## src/sv/mm4t_pkg.sv

```systemverilog
`default_nettype none
// ---------------------------------------------------------------------------
// mm4t_pkg
// Shared sizes, types and helper functions for the transposed matrix product.
// ---------------------------------------------------------------------------
package mm4t_pkg;

   localparam int MATRIX_DIM = 4;
   localparam int WORD_BITS  = 32;
   localparam int FRAC_BITS  = 16;
   localparam int CELLS      = MATRIX_DIM * MATRIX_DIM;
   localparam int IDX_BITS   = $clog2(CELLS);
   localparam int K_BITS     = $clog2(MATRIX_DIM);
   localparam int PROD_BITS  = 2 * WORD_BITS;
   localparam int ACC_BITS   = PROD_BITS + K_BITS;

   // Control that travels with one term of a dot product.
   typedef struct packed {
      logic valid;
      logic first;
      logic last;
   } mac_ctl_type;

   // Input word (32 bits) to a stored word of WORD_BITS bits.
   function automatic logic signed [WORD_BITS-1:0] to_word(input logic signed [31:0] v);
      logic signed [63:0] ext;
      ext = 64'(v);
      return ext[WORD_BITS-1:0];
   endfunction

   // Stored-width value back to the 32-bit result field.
   function automatic logic signed [31:0] to_port(input logic signed [WORD_BITS-1:0] v);
      logic signed [63:0] ext;
      ext = 64'(v);
      return ext[31:0];
   endfunction

   // Drop the fraction bits of a full sum and clamp it to the word range.
   function automatic logic signed [WORD_BITS-1:0] scale_sat(
      input logic signed [ACC_BITS-1:0] acc);
      logic signed [ACC_BITS-1:0] s;
      logic                       fits;
      s    = acc >>> FRAC_BITS;
      fits = (&s[ACC_BITS-1:WORD_BITS-1]) | ~(|s[ACC_BITS-1:WORD_BITS-1]);
      if (fits) begin
         return s[WORD_BITS-1:0];
      end else if (s[ACC_BITS-1]) begin
         return {1'b1, {(WORD_BITS-1){1'b0}}};
      end else begin
         return {1'b0, {(WORD_BITS-1){1'b1}}};
      end
   endfunction

endpackage
`default_nettype wire

```

## src/sv/mm4t_store.sv

```systemverilog
`default_nettype none
// ---------------------------------------------------------------------------
// mm4t_store
// Element memories for both matrices: one write port, one registered read
// port per matrix.
// ---------------------------------------------------------------------------
module mm4t_store (
   input  wire logic                                  clock,
   input  wire logic                                  wr_en,
   input  wire logic                                  wr_sel,
   input  wire logic [mm4t_pkg::IDX_BITS-1:0]         wr_addr,
   input  wire logic signed [mm4t_pkg::WORD_BITS-1:0] wr_data,
   input  wire logic [mm4t_pkg::IDX_BITS-1:0]         a_addr,
   input  wire logic [mm4t_pkg::IDX_BITS-1:0]         b_addr,
   output logic signed [mm4t_pkg::WORD_BITS-1:0]      a_rd_data,
   output logic signed [mm4t_pkg::WORD_BITS-1:0]      b_rd_data
);

   logic signed [mm4t_pkg::WORD_BITS-1:0] camera_mem [mm4t_pkg::CELLS];
   logic signed [mm4t_pkg::WORD_BITS-1:0] object_mem [mm4t_pkg::CELLS];
   logic signed [mm4t_pkg::WORD_BITS-1:0] a_rd_ff;
   logic signed [mm4t_pkg::WORD_BITS-1:0] b_rd_ff;

   always_ff @(posedge clock) begin
      if (wr_en && !wr_sel) begin
         camera_mem[wr_addr] <= wr_data;
      end
      if (wr_en && wr_sel) begin
         object_mem[wr_addr] <= wr_data;
      end
      a_rd_ff <= camera_mem[a_addr];
      b_rd_ff <= object_mem[b_addr];
   end

   assign a_rd_data = a_rd_ff;
   assign b_rd_data = b_rd_ff;

endmodule
`default_nettype wire

```

## src/sv/mm4t_mac.sv

```systemverilog
`default_nettype none
// ---------------------------------------------------------------------------
// mm4t_mac
// Shared multiply-accumulate unit: a registered product stage followed by a
// full-precision accumulator that restarts on the first term.
// ---------------------------------------------------------------------------
module mm4t_mac (
   input  wire logic                                  clock,
   input  wire logic                                  reset,
   input  wire mm4t_pkg::mac_ctl_type                 ctl,
   input  wire logic signed [mm4t_pkg::WORD_BITS-1:0] a_data,
   input  wire logic signed [mm4t_pkg::WORD_BITS-1:0] b_data,
   output logic signed [mm4t_pkg::ACC_BITS-1:0]       acc,
   output logic                                       done
);

   logic signed [mm4t_pkg::PROD_BITS-1:0] product_in;
   logic signed [mm4t_pkg::PROD_BITS-1:0] product_ff;
   mm4t_pkg::mac_ctl_type                 prod_ctl_ff;
   logic signed [mm4t_pkg::ACC_BITS-1:0]  product_ext;
   logic signed [mm4t_pkg::ACC_BITS-1:0]  acc_in;
   logic signed [mm4t_pkg::ACC_BITS-1:0]  acc_ff;
   logic                                  done_ff;

   assign product_in  = mm4t_pkg::PROD_BITS'(a_data) * mm4t_pkg::PROD_BITS'(b_data);
   assign product_ext = {{mm4t_pkg::K_BITS{product_ff[mm4t_pkg::PROD_BITS-1]}}, product_ff};
   assign acc_in      = prod_ctl_ff.first ? product_ext : acc_ff + product_ext;

   always_ff @(posedge clock) begin
      if (reset) begin
         prod_ctl_ff <= '0;
         done_ff     <= 1'b0;
      end else begin
         prod_ctl_ff <= ctl;
         done_ff     <= prod_ctl_ff.valid && prod_ctl_ff.last;
      end
      product_ff <= product_in;
      if (prod_ctl_ff.valid) begin
         acc_ff <= acc_in;
      end
   end

   assign acc  = acc_ff;
   assign done = done_ff;

endmodule
`default_nettype wire

```

## src/sv/matrix4x4_multiply_transposed.sv

```systemverilog
`default_nettype none
// ---------------------------------------------------------------------------
// matrix4x4_multiply_transposed
// Loads two 4x4 Q16.16 matrices and emits their product, stored transposed.
// ---------------------------------------------------------------------------
// The req channel carries one matrix element per word: which matrix, the
// row-major index and the value. It takes one word per cycle in ST_IDLE. A word
// marked last is stored and then starts the product run; req_ready stays low
// until the sixteenth result has been loaded into the output register.
// Each result is a four-term dot product through one shared multiplier and
// accumulator: four memory reads issued on successive cycles, a read stage,
// a product stage and an accumulate stage, then the emit state loads the
// output register once it is free; the next result is not issued before
// that load. Results leave on the rsp channel in ascending result_index
// order, with last_result set on the sixteenth. A stalled receiver holds
// the run at its next result; nothing is dropped.
// Reset clears the sequencer and the output valid. The element memories are
// not cleared; elements must be written before a product reads them.
// ---------------------------------------------------------------------------
module matrix4x4_multiply_transposed (
   input  wire logic               clock,
   input  wire logic               reset,
   input  wire logic               req_valid,
   output logic                    req_ready,
   input  wire logic               req_which_matrix,
   input  wire logic [3:0]         req_element_index,
   input  wire logic signed [31:0] req_element_value,
   input  wire logic               req_last_element,
   output logic                    rsp_valid,
   input  wire logic               rsp_ready,
   output logic [3:0]              rsp_result_index,
   output logic signed [31:0]      rsp_result_value,
   output logic                    rsp_last_result
);

   typedef enum logic [1:0] {
      ST_IDLE,
      ST_ISSUE,
      ST_DRAIN,
      ST_EMIT
   } state_type;

   state_type                              state_ff;
   logic [mm4t_pkg::K_BITS-1:0]            k_ff;
   logic [mm4t_pkg::K_BITS-1:0]            row_ff;
   logic [mm4t_pkg::K_BITS-1:0]            col_ff;
   logic [mm4t_pkg::IDX_BITS-1:0]          n_ff;
   mm4t_pkg::mac_ctl_type                  iss_ctl_in;
   mm4t_pkg::mac_ctl_type                  iss_ctl_ff;
   logic                                   rsp_valid_ff;
   logic [3:0]                             rsp_index_ff;
   logic signed [31:0]                     rsp_value_ff;
   logic                                   rsp_last_ff;

   logic                                   req_fire;
   logic                                   wr_en;
   logic [mm4t_pkg::IDX_BITS-1:0]          wr_addr;
   logic signed [mm4t_pkg::WORD_BITS-1:0]  wr_data;
   logic [mm4t_pkg::IDX_BITS-1:0]          a_addr;
   logic [mm4t_pkg::IDX_BITS-1:0]          b_addr;
   logic signed [mm4t_pkg::WORD_BITS-1:0]  a_rd_data;
   logic signed [mm4t_pkg::WORD_BITS-1:0]  b_rd_data;
   logic signed [mm4t_pkg::ACC_BITS-1:0]   mac_acc;
   logic                                   mac_done;
   logic                                   slot_free;
   logic                                   k_end;
   logic                                   col_end;
   logic                                   run_end;

   assign req_ready = (state_ff == ST_IDLE);
   assign req_fire  = req_valid && req_ready;
   assign wr_en     = req_fire && (int'(req_element_index) < mm4t_pkg::CELLS);
   assign wr_addr   = mm4t_pkg::IDX_BITS'(req_element_index);
   assign wr_data   = mm4t_pkg::to_word(req_element_value);

   // Term k of result (row, col) pairs A[row + n*k] with B[n*col + k].
   assign a_addr = mm4t_pkg::IDX_BITS'(int'(row_ff) + mm4t_pkg::MATRIX_DIM * int'(k_ff));
   assign b_addr = mm4t_pkg::IDX_BITS'(mm4t_pkg::MATRIX_DIM * int'(col_ff) + int'(k_ff));

   assign k_end     = (k_ff == mm4t_pkg::K_BITS'(mm4t_pkg::MATRIX_DIM - 1));
   assign col_end   = (col_ff == mm4t_pkg::K_BITS'(mm4t_pkg::MATRIX_DIM - 1));
   assign run_end   = (n_ff == mm4t_pkg::IDX_BITS'(mm4t_pkg::CELLS - 1));
   assign slot_free = !rsp_valid_ff || rsp_ready;

   always_comb begin
      iss_ctl_in.valid = (state_ff == ST_ISSUE);
      iss_ctl_in.first = (k_ff == '0);
      iss_ctl_in.last  = k_end;
   end

   mm4t_store u_store (
      .clock     (clock),
      .wr_en     (wr_en),
      .wr_sel    (req_which_matrix),
      .wr_addr   (wr_addr),
      .wr_data   (wr_data),
      .a_addr    (a_addr),
      .b_addr    (b_addr),
      .a_rd_data (a_rd_data),
      .b_rd_data (b_rd_data)
   );

   mm4t_mac u_mac (
      .clock  (clock),
      .reset  (reset),
      .ctl    (iss_ctl_ff),
      .a_data (a_rd_data),
      .b_data (b_rd_data),
      .acc    (mac_acc),
      .done   (mac_done)
   );

   always_ff @(posedge clock) begin
      if (reset) begin
         state_ff     <= ST_IDLE;
         k_ff         <= '0;
         row_ff       <= '0;
         col_ff       <= '0;
         n_ff         <= '0;
         iss_ctl_ff   <= '0;
         rsp_valid_ff <= 1'b0;
      end else begin
         iss_ctl_ff <= iss_ctl_in;
         if (state_ff == ST_EMIT && slot_free) begin
            rsp_valid_ff <= 1'b1;
         end else if (rsp_valid_ff && rsp_ready) begin
            rsp_valid_ff <= 1'b0;
         end
         unique case (state_ff)
            ST_IDLE: begin
               if (req_fire && req_last_element) begin
                  k_ff     <= '0;
                  row_ff   <= '0;
                  col_ff   <= '0;
                  n_ff     <= '0;
                  state_ff <= ST_ISSUE;
               end
            end
            ST_ISSUE: begin
               if (k_end) begin
                  k_ff     <= '0;
                  state_ff <= ST_DRAIN;
               end else begin
                  k_ff <= k_ff + mm4t_pkg::K_BITS'(1);
               end
            end
            ST_DRAIN: begin
               if (mac_done) begin
                  state_ff <= ST_EMIT;
               end
            end
            ST_EMIT: begin
               // The accumulator holds its sum until the next result is issued.
               if (slot_free) begin
                  rsp_index_ff <= 4'(n_ff);
                  rsp_value_ff <= mm4t_pkg::to_port(mm4t_pkg::scale_sat(mac_acc));
                  rsp_last_ff  <= run_end;
                  n_ff         <= n_ff + mm4t_pkg::IDX_BITS'(1);
                  if (col_end) begin
                     col_ff <= '0;
                     row_ff <= row_ff + mm4t_pkg::K_BITS'(1);
                  end else begin
                     col_ff <= col_ff + mm4t_pkg::K_BITS'(1);
                  end
                  state_ff <= run_end ? ST_IDLE : ST_ISSUE;
               end
            end
            default: begin
               state_ff <= ST_IDLE;
            end
         endcase
      end
   end

   assign rsp_valid        = rsp_valid_ff;
   assign rsp_result_index = rsp_index_ff;
   assign rsp_result_value = rsp_value_ff;
   assign rsp_last_result  = rsp_last_ff;

`ifndef SYNTHESIS
   // The accumulator only finishes a sum while the sequencer waits for it.
   a_done_in_drain: assert property (@(posedge clock) disable iff (reset)
      mac_done |-> (state_ff == ST_DRAIN))
      else $error("dot product finished outside the drain state");

   // The final result of a run returns the block to accepting words.
   a_last_goes_idle: assert property (@(posedge clock) disable iff (reset)
      (state_ff == ST_EMIT && slot_free && run_end) |=> (state_ff == ST_IDLE && rsp_last_ff))
      else $error("run did not end after its last result");

   // A result is loaded only into a free output slot.
   a_no_overwrite: assert property (@(posedge clock) disable iff (reset)
      (state_ff == ST_EMIT && rsp_valid_ff && !rsp_ready) |=> $stable(rsp_value_ff))
      else $error("pending result overwritten");
`endif

endmodule
`default_nettype wire

```

## config.mk

```make
export PLATFORM = sky130hd
export DESIGN_NAME = matrix4x4_multiply_transposed
export DESIGN_NICKNAME = d
export VERILOG_FILES = /design/src/sv/mm4t_pkg.sv /design/src/sv/mm4t_store.sv /design/src/sv/mm4t_mac.sv /design/src/sv/matrix4x4_multiply_transposed.sv
export SDC_FILE = /design/constraint.sdc
export NUM_CORES = 2
export LEC_CHECK = 0
export BUFFER_PORTS_ARGS = -buffer_cell sky130_fd_sc_hd__buf_2
export CAP_MARGIN = 5
export CORE_MARGIN = 5
export CORE_UTILIZATION = 36
export DETAILED_ROUTE_END_ITERATION = 12
export PLACE_DENSITY = 0.53
export SLEW_MARGIN = 20
export SYNTH_ARGS = -nofsm -noshare
export SYNTH_HDL_FRONTEND = slang
export SYNTH_SLANG_ARGS = --single-unit
```

## constraint.sdc

```tcl
create_clock -name clock -period 13.82 [get_ports clock]
set_input_delay 2.073 -clock clock [delete_from_list [all_inputs] [get_ports clock]]
set_output_delay 2.073 -clock clock [all_outputs]
set_load 0.05 [all_outputs]
```

==> qor.csv <==
metric;value;unit
outcome;complete, no violations;
cp.arrival;9.20;ns
min_path_type;reg2reg;
dpl_worst_slack;4.88;ns
fin_crit;8.51;ns
synthMuxAreaShare;8.46;%
crit_top_cell;fa_1;
async_flop_share;0;%
tritoncts;done;
grt_max_degree;130;
max_cap_violations;0;
hold_path_end;u_mac.done;
hold_violations;0;
max_freq;118;MHz
ys_types;83;
io_buffer_count;80;
ant_nets;0;
synthAdderAreaFrac;29.1;%
ys_top_cells_by_count;edfxtp_1 (1127), fa_1 (1083), inv_1 (995);
worstRegToRegCells;27;
die_w;498;µm
cp.required;14.51;ns
ctsRootBufferMaster;clkbuf_16;
yosys-top-cells-area;edfxtp_1 (40%), fa_1 (25%), mux4_2 (8.4%);
synth_top_family_by_area;adder cells;
synthesis.area;0.0856;mm²
clock_sinks;1275;
critPathCaptureType;register;
yosysMostFrequentCell;edfxtp_1;
post_cts_buffers;0;
setup_viol;0;
finalWeightedCongestion;0.833;
ys.flop_type;edfxtp_1;
crit_type;reg2reg;
ctsLongestPathBuffers;3;
rsz0062_at_grt;no;
cts-htree-levels;4;
placed_cell_area;0.0898;mm²
worstPathBufferInverterCount;7;
wl_per_cell;22.3;µm
row_count;179;
die_area;0.248;mm²
max-slew-margin-rel;21.7;%
antenna_found_initial;18;
core;0.237;mm²
drc;0;
synth_edf_count;1127;
regToRegEndpoint;u_mac.product_ff[60];
initial_core_util;36.1;%
synth_warnings;0;
cts_resized;0;
cpPeakStageDelay;0.88;ns
drv_slew;0;
yosysTopAreaCellShare;39.5;%
skew;0.0741;ns
dp_hpwl;144;mm
vias;48600;
stdcell_area;0.0944;mm²
syn_nets;7749;
ys_ff_latch;1275;
fin_crit_sh;61.6;%
hold_buffers;0;
setup_ws;5.31;ns
postSynthAreaPerCell;13.4;µm²
grt_pass1_wl;335;mm
die_h;498;µm
whs_path_depth;2;
clk_latency;0.80;ns
clkSlewWorstSetupHoldPaths;0.07;ns
detail_route.first_pass.iterations;7;
tightest_slew;1.17;ns
drt_iter0_markers;3590;
crit_family;adder cells;
hp-start;u_mac.prod_ctl_ff[0];
grt_pass1_vias;53300;
cp-start-kind;register;
path_depth;27;
synth_compound_area_share;3.85;%
nets;7742;
drt-vias-per-instance;5.03;
r2r_slack;5.31;ns
synth_seq_area_share;43.0;%
grt_overflow_total;0;
wl;216;mm
layout-drive-gt1-share;12.0;%
synth-simple-area-share;8.40;%
crit_path_max_fanout;32;
postLayoutCoreUtil;39.8;%
synthToLayoutAreaGrowth;10.3;%
synth_top_cell_by_area;edfxtp_1;
synth_xor_area_share;1.39;%
worstReg2RegStart;u_store.a_rd_data[31];
fin_setup_tns;0;ns
slowest_stage;fa_1;
cts-buffers-inserted;138;
grt_use_total;17.5;%
synthCells;6367;
io_pins;81;
-- worst max-delay path by stage --
stage	startpoint	end	slack, ns
global placement	u_store.a_rd_data[31]	u_mac.product_ff[60]	5.05
finish	u_store.a_rd_data[31]	u_mac.product_ff[60]	5.31
global route	u_store.a_rd_data[31]	u_mac.product_ff[60]	4.75
CTS	u_store.a_rd_data[31]	u_mac.product_ff[60]	4.84
floorplan	u_store.a_rd_data[31]	u_mac.product_ff[54]	6.33
detailed placement	u_store.a_rd_data[31]	u_mac.product_ff[60]	4.88
-- worst min-delay path: stages (launching register included) --
cell	delay [ns]
dfxtp_1	0.29
nand2_1	0.05
nor2_1	0.04
-- cells in the final DEF (no fill, tap or decap), types with 11 or more instances in the layout --
master	instances
buf_2	80
clkbuf_8	12
a21o_1	109
ha_1	257
nor2_4	33
clkinv_1	22
and3_1	11
nand3_1	34
o21a_1	12
fa_1	1083
nor3_1	16
o31ai_1	11
nand2_1	630
clkbuf_1	40
a21oi_1	128
nand2b_1	24
nor2_1	104
edfxtp_1	1127
o21ai_1	22
clkinv_2	12
dfxtp_1	133
xnor2_1	83
nor4_1	11
xor2_1	53
diode_2	16
and2_1	519
nor2b_1	26
o21ai_0	102
mux4_2	320
buf_4	100
inv_1	995
o21bai_1	16
nand4_1	34
clkbuf_16	141
a211oi_1	11
a31oi_1	16
-- stage by stage --
stage	std cells	hold slack (ns)
3_5_place_dp	9387	0.419
5_1_grt	9653	0.455
4_1_cts	9643	0.429
6_report	9659	0.427
2_1_floorplan	6367	0.395
3_3_place_gp	9387	0.415
-- flip-flops by register name, summed over array words and instances (netlist names) --
name and count:
col_ff 2, iss_ctl_ff 3, k_ff 2, n_ff 4
row_ff 2, rsp_last_result 1, rsp_result_index 4, rsp_result_value 32
rsp_valid 1, state_ff 2, u_mac.acc 66, u_mac.done 1
u_mac.prod_ctl_ff 3, u_mac.product_ff 64, u_store.a_rd_data 32, u_store.b_rd_data 32
u_store.camera_mem 512, u_store.object_mem 512
-- layer usage --
layer / global-route usage [%] / vias up / share of wire, %
met4: 3.42 / 14 / 1.8
li1: - / 21200 / -
met1: 25.3 / 25900 / 46
met2: 28.2 / 1235 / 47
met5: 0 / - / 0.047
met3: 3.04 / 277 / 5.5
-- layout make-up --
type,count,area (µm²)
diodes,16,40.0
clock buffers,193,3840
clock inverters,63,709
fillers,22100,143000
inverters,996,3740
multi-input cells,3766,44100
flip-flops and latches,1275,36800
well taps,3167,3960
repair buffers,183,1210
-- cells by family (layout without fill, tap and decap cells) --
group,Yosys count,after routing
flip-flops,1275,1275
adder cells (fa/ha/maj),1340,1340
buffers and inverters,1326,1435
other,0,16
multiplexers,323,323
AO/OA/AOI/OAI,504,504
AND/OR/NAND/NOR,1463,1463
XOR/XNOR,136,136
Power is not shown: default switching activity piles up to over one toggle a cycle in this logic, so the estimate is an artifact.
